## src/hdl/dfa_string_acceptor_core_macros.svh

```systemverilog
// assertion macros shared by the acceptor rtl
`ifndef DFA_STRING_ACCEPTOR_CORE_MACROS_SVH
`define DFA_STRING_ACCEPTOR_CORE_MACROS_SVH

// same-cycle implication, checked out of reset
`define DSA_ASSERT_IMPL(label, clk, rst, ante, cons) \
   label: assert property (@(posedge clk) disable iff (rst) (ante) |-> (cons)) \
      else $error("dfa acceptor assertion failed");

// next-cycle implication, checked out of reset
`define DSA_ASSERT_NEXT(label, clk, rst, ante, cons) \
   label: assert property (@(posedge clk) disable iff (rst) (ante) |=> (cons)) \
      else $error("dfa acceptor assertion failed");

`endif

```

## src/hdl/dfa_sacc_pkg.sv

```systemverilog
// shared constants, codes and types of the dfa string acceptor
`timescale 1ns / 1ps

package dfa_sacc_pkg;

   localparam int MAX_STATES  = 16;
   localparam int MAX_SYMBOLS = 16;

   localparam int STATE_W = $clog2(MAX_STATES);
   localparam int COL_W   = $clog2(MAX_SYMBOLS);
   localparam int CHAR_W  = 8;
   localparam int ALPHA_W = 5;
   localparam int CMD_W   = 2;
   localparam int TT_ADDR_W = STATE_W + COL_W;

   // item commands
   localparam logic [CMD_W-1:0] CMD_WRITE_SYMBOL     = 2'd0;
   localparam logic [CMD_W-1:0] CMD_WRITE_TRANSITION = 2'd1;
   localparam logic [CMD_W-1:0] CMD_FEED_CHAR        = 2'd2;
   localparam logic [CMD_W-1:0] CMD_END_STRING       = 2'd3;

   // csr map, one 32-bit register per word
   localparam int CSR_ADDR_W = 4;
   localparam int CSR_DATA_W = 32;
   localparam int REG_SEL_W  = 2;
   localparam logic [REG_SEL_W-1:0] REG_ALPHABET_SIZE = 2'd0;
   localparam logic [REG_SEL_W-1:0] REG_START_STATE   = 2'd1;
   localparam logic [REG_SEL_W-1:0] REG_ACCEPT_MASK   = 2'd2;

   // alphabet slot write
   typedef struct packed {
      logic              en;
      logic [COL_W-1:0]  index;
      logic [CHAR_W-1:0] value;
   } sym_write_type;

   // first matching alphabet column
   typedef struct packed {
      logic             found;
      logic [COL_W-1:0] column;
   } match_type;

endpackage

```

## src/hdl/dfa_sacc_symbol_match.sv

```systemverilog
// alphabet store and first-match symbol lookup
`timescale 1ns / 1ps

module dfa_sacc_symbol_match (
   input  logic                                 clock,
   input  dfa_sacc_pkg::sym_write_type          sym_wr,
   input  logic [dfa_sacc_pkg::ALPHA_W-1:0]     alphabet_size,
   input  logic [dfa_sacc_pkg::CHAR_W-1:0]      character,
   output dfa_sacc_pkg::match_type              match
);

   logic [dfa_sacc_pkg::CHAR_W-1:0]      sym_ff [dfa_sacc_pkg::MAX_SYMBOLS];
   logic [dfa_sacc_pkg::MAX_SYMBOLS-1:0] hit;

   // no reset: slots are undefined until loaded
   always_ff @(posedge clock) begin
      if (sym_wr.en) begin
         sym_ff[sym_wr.index] <= sym_wr.value;
      end
   end

   // slot in use and equal, all slots in parallel
   always_comb begin
      for (int i = 0; i < dfa_sacc_pkg::MAX_SYMBOLS; i++) begin
         hit[i] = (dfa_sacc_pkg::ALPHA_W'(i) < alphabet_size) && (sym_ff[i] == character);
      end
   end

   // lowest slot wins
   always_comb begin
      match.found  = |hit;
      match.column = '0;
      for (int i = dfa_sacc_pkg::MAX_SYMBOLS - 1; i >= 0; i--) begin
         if (hit[i]) begin
            match.column = dfa_sacc_pkg::COL_W'(i);
         end
      end
   end

endmodule

```

## src/hdl/dfa_string_acceptor_core.sv

```systemverilog
// top level of the table-driven dfa string acceptor
`timescale 1ns / 1ps
// usage:
//   req channel carries one command per transfer: write an alphabet slot, write a
//   transition, feed a character or end the string (command in req_tuser)
//   rsp channel carries one verdict per end-of-string transfer, nothing for others
//   csr port (apb style, pready tied high) holds alphabet_size, start_state and
//   accept_mask at byte addresses 0, 4 and 8; write them only while the block is idle
// flow: items execute in the input register; verdicts pass to the output register
// throughput: one item per cycle, character after character, unless an end of
//   string waits for the output register; the state loop runs through the 16
//   alphabet compares, the first-match encoder and one read of the 256-entry
//   transition memory, whose registered read data is the next state
// reset: automaton returns to state 0 with the reject flag clear, registers go to
//   alphabet_size 1, start_state 0, accept_mask 0; alphabet and transition tables
//   keep whatever they hold and must be loaded before use
// stall: a held verdict does not block loads or characters; only an end of string
//   waits in the input register until the output register can take its verdict

module dfa_string_acceptor_core (
   input  logic                                   clock,
   input  logic                                   reset,
   // request channel
   input  logic                                   req_tvalid,
   output logic                                   req_tready,
   // [3:0] entry_index, [7:4] symbol_slot, [15:8] character, [19:16] target_state
   input  logic [23:0]                            req_tdata,
   // [1:0] command
   input  logic [dfa_sacc_pkg::CMD_W-1:0]         req_tuser,
   // response channel
   output logic                                   rsp_tvalid,
   input  logic                                   rsp_tready,
   // [0] accepted, [1] bad_symbol, [5:2] final_state
   output logic [7:0]                             rsp_tdata,
   // configuration port
   input  logic                                   csr_psel,
   input  logic                                   csr_penable,
   input  logic                                   csr_pwrite,
   input  logic [dfa_sacc_pkg::CSR_ADDR_W-1:0]    csr_paddr,
   input  logic [dfa_sacc_pkg::CSR_DATA_W-1:0]    csr_pwdata,
   output logic [dfa_sacc_pkg::CSR_DATA_W-1:0]    csr_prdata,
   output logic                                   csr_pready
);

`include "dfa_string_acceptor_core_macros.svh"

   localparam int SW = dfa_sacc_pkg::STATE_W;
   localparam int CW = dfa_sacc_pkg::COL_W;

   // ---------------------------------------------------------------
   // configuration registers
   // ---------------------------------------------------------------
   logic [dfa_sacc_pkg::ALPHA_W-1:0]   alphabet_size_ff;
   logic [SW-1:0]                      start_state_ff;
   logic [dfa_sacc_pkg::MAX_STATES-1:0] accept_mask_ff;
   logic                               csr_write;
   logic [dfa_sacc_pkg::REG_SEL_W-1:0] csr_sel;

   assign csr_pready = 1'b1;
   assign csr_write  = csr_psel & csr_penable & csr_pwrite & csr_pready;
   assign csr_sel    = csr_paddr[dfa_sacc_pkg::CSR_ADDR_W-1:2];

   always_ff @(posedge clock) begin
      if (reset) begin
         alphabet_size_ff <= dfa_sacc_pkg::ALPHA_W'(1);
         start_state_ff   <= '0;
         accept_mask_ff   <= '0;
      end else if (csr_write) begin
         case (csr_sel)
            dfa_sacc_pkg::REG_ALPHABET_SIZE: begin
               alphabet_size_ff <= csr_pwdata[dfa_sacc_pkg::ALPHA_W-1:0];
            end
            dfa_sacc_pkg::REG_START_STATE: begin
               start_state_ff <= csr_pwdata[SW-1:0];
            end
            dfa_sacc_pkg::REG_ACCEPT_MASK: begin
               accept_mask_ff <= csr_pwdata[dfa_sacc_pkg::MAX_STATES-1:0];
            end
            default: begin
               // unmapped word, write dropped
            end
         endcase
      end
   end

   // read mux
   always_comb begin
      case (csr_sel)
         dfa_sacc_pkg::REG_ALPHABET_SIZE: begin
            csr_prdata = dfa_sacc_pkg::CSR_DATA_W'(alphabet_size_ff);
         end
         dfa_sacc_pkg::REG_START_STATE: begin
            csr_prdata = dfa_sacc_pkg::CSR_DATA_W'(start_state_ff);
         end
         dfa_sacc_pkg::REG_ACCEPT_MASK: begin
            csr_prdata = dfa_sacc_pkg::CSR_DATA_W'(accept_mask_ff);
         end
         default: begin
            csr_prdata = '0;
         end
      endcase
   end

   // ---------------------------------------------------------------
   // input register
   // ---------------------------------------------------------------
   logic                             s1_valid_ff, s1_valid_in;
   logic [dfa_sacc_pkg::CMD_W-1:0]   s1_cmd_ff;
   logic [3:0]                       s1_idx_ff;
   logic [3:0]                       s1_slot_ff;
   logic [dfa_sacc_pkg::CHAR_W-1:0]  s1_char_ff;
   logic [3:0]                       s1_tgt_ff;

   logic out_free;      // output register empty or being drained
   logic s1_go;         // item in the input register executes this cycle
   logic req_fire;

   assign out_free   = ~rsp_tvalid | rsp_tready;
   // only an end of string needs room downstream
   assign s1_go      = s1_valid_ff &
                       ((s1_cmd_ff != dfa_sacc_pkg::CMD_END_STRING) | out_free);
   assign req_tready = ~s1_valid_ff | s1_go;
   assign req_fire   = req_tvalid & req_tready;

   always_comb begin
      s1_valid_in = s1_valid_ff;
      if (req_fire) begin
         s1_valid_in = 1'b1;
      end else if (s1_go) begin
         s1_valid_in = 1'b0;
      end
   end

   always_ff @(posedge clock) begin
      if (reset) begin
         s1_valid_ff <= 1'b0;
      end else begin
         s1_valid_ff <= s1_valid_in;
      end
   end

   // payload, no reset needed
   always_ff @(posedge clock) begin
      if (req_fire) begin
         s1_cmd_ff  <= req_tuser;
         s1_idx_ff  <= req_tdata[3:0];
         s1_slot_ff <= req_tdata[7:4];
         s1_char_ff <= req_tdata[15:8];
         s1_tgt_ff  <= req_tdata[19:16];
      end
   end

   // ---------------------------------------------------------------
   // alphabet lookup
   // ---------------------------------------------------------------
   dfa_sacc_pkg::sym_write_type sym_wr;
   dfa_sacc_pkg::match_type     match;

   assign sym_wr.en    = s1_go & (s1_cmd_ff == dfa_sacc_pkg::CMD_WRITE_SYMBOL);
   assign sym_wr.index = s1_idx_ff[CW-1:0];
   assign sym_wr.value = s1_char_ff;

   dfa_sacc_symbol_match u_symbol_match (
      .clock         (clock),
      .sym_wr        (sym_wr),
      .alphabet_size (alphabet_size_ff),
      .character     (s1_char_ff),
      .match         (match)
   );

   // ---------------------------------------------------------------
   // automaton state and transition memory
   // ---------------------------------------------------------------
   // the current state is either the held state or, right after a taken
   // transition, the registered memory read data
   logic [SW-1:0] state_ff, state_in;
   logic          use_rd_ff, use_rd_in;
   logic          reject_ff, reject_in;
   logic [SW-1:0] rd_data_ff;
   logic [SW-1:0] cur_state;

   logic [SW-1:0] tt_mem [dfa_sacc_pkg::MAX_STATES * dfa_sacc_pkg::MAX_SYMBOLS];
   logic                                tt_wr_en;
   logic [dfa_sacc_pkg::TT_ADDR_W-1:0]  tt_wr_addr;
   logic [dfa_sacc_pkg::TT_ADDR_W-1:0]  tt_rd_addr;

   logic is_feed;
   logic feed_step;     // character found, take the transition
   logic miss_step;     // character not in the alphabet
   logic end_step;

   assign cur_state = use_rd_ff ? rd_data_ff : state_ff;

   assign is_feed   = s1_go & (s1_cmd_ff == dfa_sacc_pkg::CMD_FEED_CHAR) & ~reject_ff;
   assign feed_step = is_feed & match.found;
   assign miss_step = is_feed & ~match.found;
   assign end_step  = s1_go & (s1_cmd_ff == dfa_sacc_pkg::CMD_END_STRING);

   assign tt_wr_en   = s1_go & (s1_cmd_ff == dfa_sacc_pkg::CMD_WRITE_TRANSITION);
   assign tt_wr_addr = {s1_idx_ff[SW-1:0], s1_slot_ff[CW-1:0]};
   assign tt_rd_addr = {cur_state, match.column};

   always_ff @(posedge clock) begin
      if (tt_wr_en) begin
         tt_mem[tt_wr_addr] <= s1_tgt_ff[SW-1:0];
      end
   end

   // read only on a taken transition so the data holds as the state
   always_ff @(posedge clock) begin
      if (feed_step) begin
         rd_data_ff <= tt_mem[tt_rd_addr];
      end
   end

   always_comb begin
      state_in  = cur_state;
      use_rd_in = feed_step;
      reject_in = reject_ff;
      if (end_step) begin
         state_in  = start_state_ff;
         reject_in = 1'b0;
      end else if (miss_step) begin
         reject_in = 1'b1;
      end
   end

   always_ff @(posedge clock) begin
      if (reset) begin
         state_ff  <= '0;
         use_rd_ff <= 1'b0;
         reject_ff <= 1'b0;
      end else begin
         state_ff  <= state_in;
         use_rd_ff <= use_rd_in;
         reject_ff <= reject_in;
      end
   end

   // ---------------------------------------------------------------
   // output register
   // ---------------------------------------------------------------
   logic          rsp_valid_ff, rsp_valid_in;
   logic          rsp_accepted_ff;
   logic          rsp_bad_ff;
   logic [SW-1:0] rsp_state_ff;

   always_comb begin
      rsp_valid_in = rsp_valid_ff;
      if (out_free) begin
         rsp_valid_in = end_step;
      end
   end

   always_ff @(posedge clock) begin
      if (reset) begin
         rsp_valid_ff <= 1'b0;
      end else begin
         rsp_valid_ff <= rsp_valid_in;
      end
   end

   // verdict is taken before the state returns to start
   always_ff @(posedge clock) begin
      if (end_step) begin
         rsp_accepted_ff <= ~reject_ff & accept_mask_ff[cur_state];
         rsp_bad_ff      <= reject_ff;
         rsp_state_ff    <= cur_state;
      end
   end

   assign rsp_tvalid = rsp_valid_ff;
   assign rsp_tdata  = {2'b00, rsp_state_ff, rsp_bad_ff, rsp_accepted_ff};

   // ---------------------------------------------------------------
   // checks
   // ---------------------------------------------------------------
   `DSA_ASSERT_NEXT(a_read_data_follows_step, clock, reset, feed_step, use_rd_ff)
   `DSA_ASSERT_IMPL(a_no_step_after_reject, clock, reset, reject_ff, !feed_step)
   `DSA_ASSERT_NEXT(a_end_gives_verdict, clock, reset, end_step, rsp_valid_ff)
   `DSA_ASSERT_NEXT(a_end_clears_reject, clock, reset, end_step, !reject_ff && !use_rd_ff)

endmodule
```

## config.mk

```make
export PLATFORM = sky130hd
export DESIGN_NAME = dfa_string_acceptor_core
export DESIGN_NICKNAME = d
export VERILOG_FILES = /design/src/hdl/dfa_sacc_pkg.sv /design/src/hdl/dfa_sacc_symbol_match.sv /design/src/hdl/dfa_string_acceptor_core.sv
export VERILOG_INCLUDE_DIRS = /design/src /design/src/hdl
export SDC_FILE = /design/constraint.sdc
export NUM_CORES = 2
export LEC_CHECK = 0
export BUFFER_PORTS_ARGS = -buffer_cell sky130_fd_sc_hd__buf_2
export CAP_MARGIN = 20
export CORE_MARGIN = 1.5
export CORE_UTILIZATION = 67
export DETAILED_ROUTE_END_ITERATION = 8
export PLACE_DENSITY = 0.9
export SLEW_MARGIN = 15
export SYNTH_ARGS = -nofsm -noshare
export SYNTH_HDL_FRONTEND = slang
export SYNTH_HIERARCHICAL = 1
export SYNTH_SLANG_ARGS = --single-unit
```

## constraint.sdc

```tcl
create_clock -name clock -period 12.8 [get_ports clock]
set_input_delay 0 -clock clock [delete_from_list [all_inputs] [get_ports clock]]
set_output_delay 0 -clock clock [all_outputs]
set_load 0.05 [all_outputs]
```

==> out/qor.yml <==
vdd_drop_max_uv: 123
period_minus_slack_ns: 6.60
synth_warnings: 6
hpwl_mm: 67.9
die_w_um: 275
initial_core_util_pct: 67.8
routedWlPerCell_um: 34.5
ys_seq_area_share_pct: 73.1
area_delta_synth_final_pct: 10.7
p_int_uw: 6310
clk_pin_slew_worst_paths_ns: 0.06
crit_top_cell: "buf_12"
drtPass1Iterations: 9
die_h_um: 275
cts_buffer_depth: 3
coreArea_mm2: 0.0731
worst-path-max-fanout: 112
comb_power_share_pct: 2.5
ios: 112
rsz0062_at_grt: "no"
fill_cells: 3386
postCtsHoldBufs: 72
wl_mm: 136
worst-path-buf-inv: 3
h-tree-depth: 3
ant_nets: 0
place.gp.congestion: 0.881
slowest_stage: "or4_1"
cts_resized: 0
seq_power_share_pct: 55.0
root_buffer: "clkbuf_16"
async_flop_share_pct: 0
cts_num_sinks: 1217
setup_viol: 0
grt_overflow: 0
syn-mean-instance-area_um2: 18.0
clock_skew_ns: 0.0417
design_area_mm2: 0.0549
max_freq_ghz: 0.152
cp.required_ns: 13.21
crit_family: "simple AND/OR/NAND/NOR gates"
grt_pass1_wl_mm: 196
synth-main-ff-cell: "edfxtp_1"
power_switching_share_pct: 20.9
clkPwrFrac_pct: 42.5
max_stage_delay_ns: 0.62
final_nets: 2958
drc: 32
worst_pin_slew_ns: 1.39
port_buffers: 70
worstSkewPairLatency_ns: 0.70
cts_buffers: 113
cp_data_arrival_time_ns: 7.01
grt_max_degree: 257
maxCapViolCount: 0
fin_crit_sh_pct: 51.6
placement_rows: 99
dieArea_mm2: 0.0756
syn_inst: 2748
leakagePower_uw: 0.0168
crit_type: "flop to flop"
hold_class: "input pin to flop"
worstSetupEndpointType: "flop"
status: "finished, violations left"
cts_tree: "done"
maxSlewHeadroom_pct: 7.50
ys_seq_elements: 1217
routed-via-count: 29200
powerDensity_mw_per_mm2: 145
path_cells: "buf_4 -> xor2_1 -> or3_1 -> or4_4 -> a211oi_2 -> o21ai_1 -> a211oi_4 -> buf_12 -> buf_12 -> mux4_2 -> mux2i_1 -> o2bb2ai_1 -> or4_1 -> nor3_2 -> a211oi_1"
antenna_found_initial: 12
viasPerCell: 7.41
postCtsSetupRepairBufs: 0
drive_gt1_share_pct: 18.3
switchingPower_uw: 1670
cp-start-kind: "flop"
hold_viol: 0
ys_types: 76
dr.first_iter.drc_count: 4936
fin_setup_tns_ns: 0
slew_violations: 0
synth_area_mm2: 0.0496
grtUsageTotal_pct: 36.6
synth_edf_count: 1184
place_area_mm2: 0.0504
grt_pass1_vias: 29400
violations: "design-rule violations"
[stage by stage]
step	utilization (%)	std cells	power, uW	hold WS, ns	worst slack (ns)
2_1_floorplan	-	2765	4590	0.0989	8.55
3_3_place_gp	69.0	3658	4630	0.177	6.81
3_5_place_dp	69.0	3658	4650	0.178	6.61
4_1_cts	75.0	3939	7950	0.00325	6.40
5_1_grt	75.1	3942	8110	0.0219	6.18
6_report	75.1	3943	7980	0.0238	6.20
[sequential cells by signal, indices dropped and copies added, names as in the netlist, 5 cells and up]
name / flops
tt_mem: 1024
u_symbol_match/sym_ff: 128
alphabet_size_ff: 5
accept_mask_ff: 16
s1_char_ff: 8
[synth_stat cells, types with 5 or more instances]
master,n,area (um2)
a2111oi_0,7,61.3
a211oi_1,16,120
a21oi_1,50,250
a221oi_1,8,70.1
a22oi_1,14,105
a31oi_1,7,43.8
and2_1,19,119
and3_1,7,43.8
buf_2,33,165
buf_4,46,345
buf_6,28,315
clkbuf_1,58,218
clkbuf_8,6,82.6
dfxtp_1,33,661
edfxtp_1,1184,35600
inv_1,11,41.3
mux2_2,13,146
mux2i_1,97,971
mux4_1,18,473
mux4_2,223,5020
nand2_1,124,465
nand2b_1,9,56.3
nand3_1,39,195
nand4_1,28,175
nor2_1,317,1190
nor2b_1,15,93.8
nor3_1,43,215
nor3b_1,5,37.5
nor4_1,22,138
o211ai_1,11,82.6
o21ai_0,26,130
o221ai_1,5,43.8
o22ai_1,15,93.8
o32ai_1,6,52.6
or4_1,5,37.5
xnor2_1,58,508
xor2_1,70,613
[worst reg2reg max path, cell delays in order, from the launching register on]
cell and delay, ns:
edfxtp_1 0.34, buf_4 0.41, xor2_1 0.17, or3_1 0.38
or4_4 0.49, a211oi_2 0.27, o21ai_1 0.14, a211oi_4 0.27
buf_12 0.53, buf_12 0.72, mux4_2 0.71, mux2i_1 0.39
o2bb2ai_1 0.17, or4_1 0.62, nor3_2 0.58, a211oi_1 0.14
[worst paths after layout]
kind,slack (ns),end,cells after the start,from
worst max-delay path,6.20,rd_data_ff[2],15,s1_char_ff[6]
worst min-delay path,0.02,s1_char_ff[4],2,req_tdata[12]
worst max register to register,6.20,rd_data_ff[2],15,s1_char_ff[6]
worst min register to register,0.51,accept_mask_ff[3],2,accept_mask_ff[3]
[final cells by class]
cell class                 instances  area [um2]  area share, %
sequential                      1217       36200           66.0
clock buffer                     144        3000           5.46
antenna                            1        2.50        0.00456
multi-input combinational       1355       12200           22.3
inverter                          16        60.1          0.109
clock inverter                    65         669           1.22
tap                              959        1200           2.19
timing repair buffer             186        1480           2.70
[metal layers]
| layer | global-route usage [%] | routed length (um) |
|---|---|---|
| met5 | 0 | 107 |
| met4 | 22.4 | 10500 |
| met3 | 10.5 | 18600 |
| met2 | 59.0 | 65000 |
| met1 | 44.1 | 41900 |
[cell families (layout without fill, tap and decap cells)]
group / count (synthesis) / in the layout / share of synthesized area, %
xor+xnor: 128 / 128 / 2.26
compound gates: 197 / 197 / 2.71
mux: 353 / 353 / 13.4
simple gates: 658 / 658 / 5.99
flops: 1217 / 1217 / 73.1
buf+inv: 193 / 411 / 2.54
other cells: 2 / 20 / 0.0152
[layout by cell type (no fill, tap or decap), types with 49 or more instances in the layout]
cell type | Yosys | routed
nor2_1 | 317 | 317
buf_2 | 33 | 73
nand2_1 | 124 | 117
a21oi_1 | 50 | 49
mux2i_1 | 97 | 97
xor2_1 | 70 | 70
clkbuf_16 | 0 | 115
dlygate4sd3_1 | 0 | 72
xnor2_1 | 58 | 58
mux4_2 | 223 | 223
edfxtp_1 | 1184 | 1184
[power by group through the flow]
stage / clock (uW) / combinational [uW] / sequential (uW)
final: 3390 / 203 / 4390
after global routing: 3510 / 209 / 4380
after CTS: 3370 / 194 / 4390
after detailed placement: 0 / 176 / 4470
after global placement: 0 / 165 / 4470
after floorplan: 0 / 84.0 / 4510
Power figures use the tool's default switching activity.
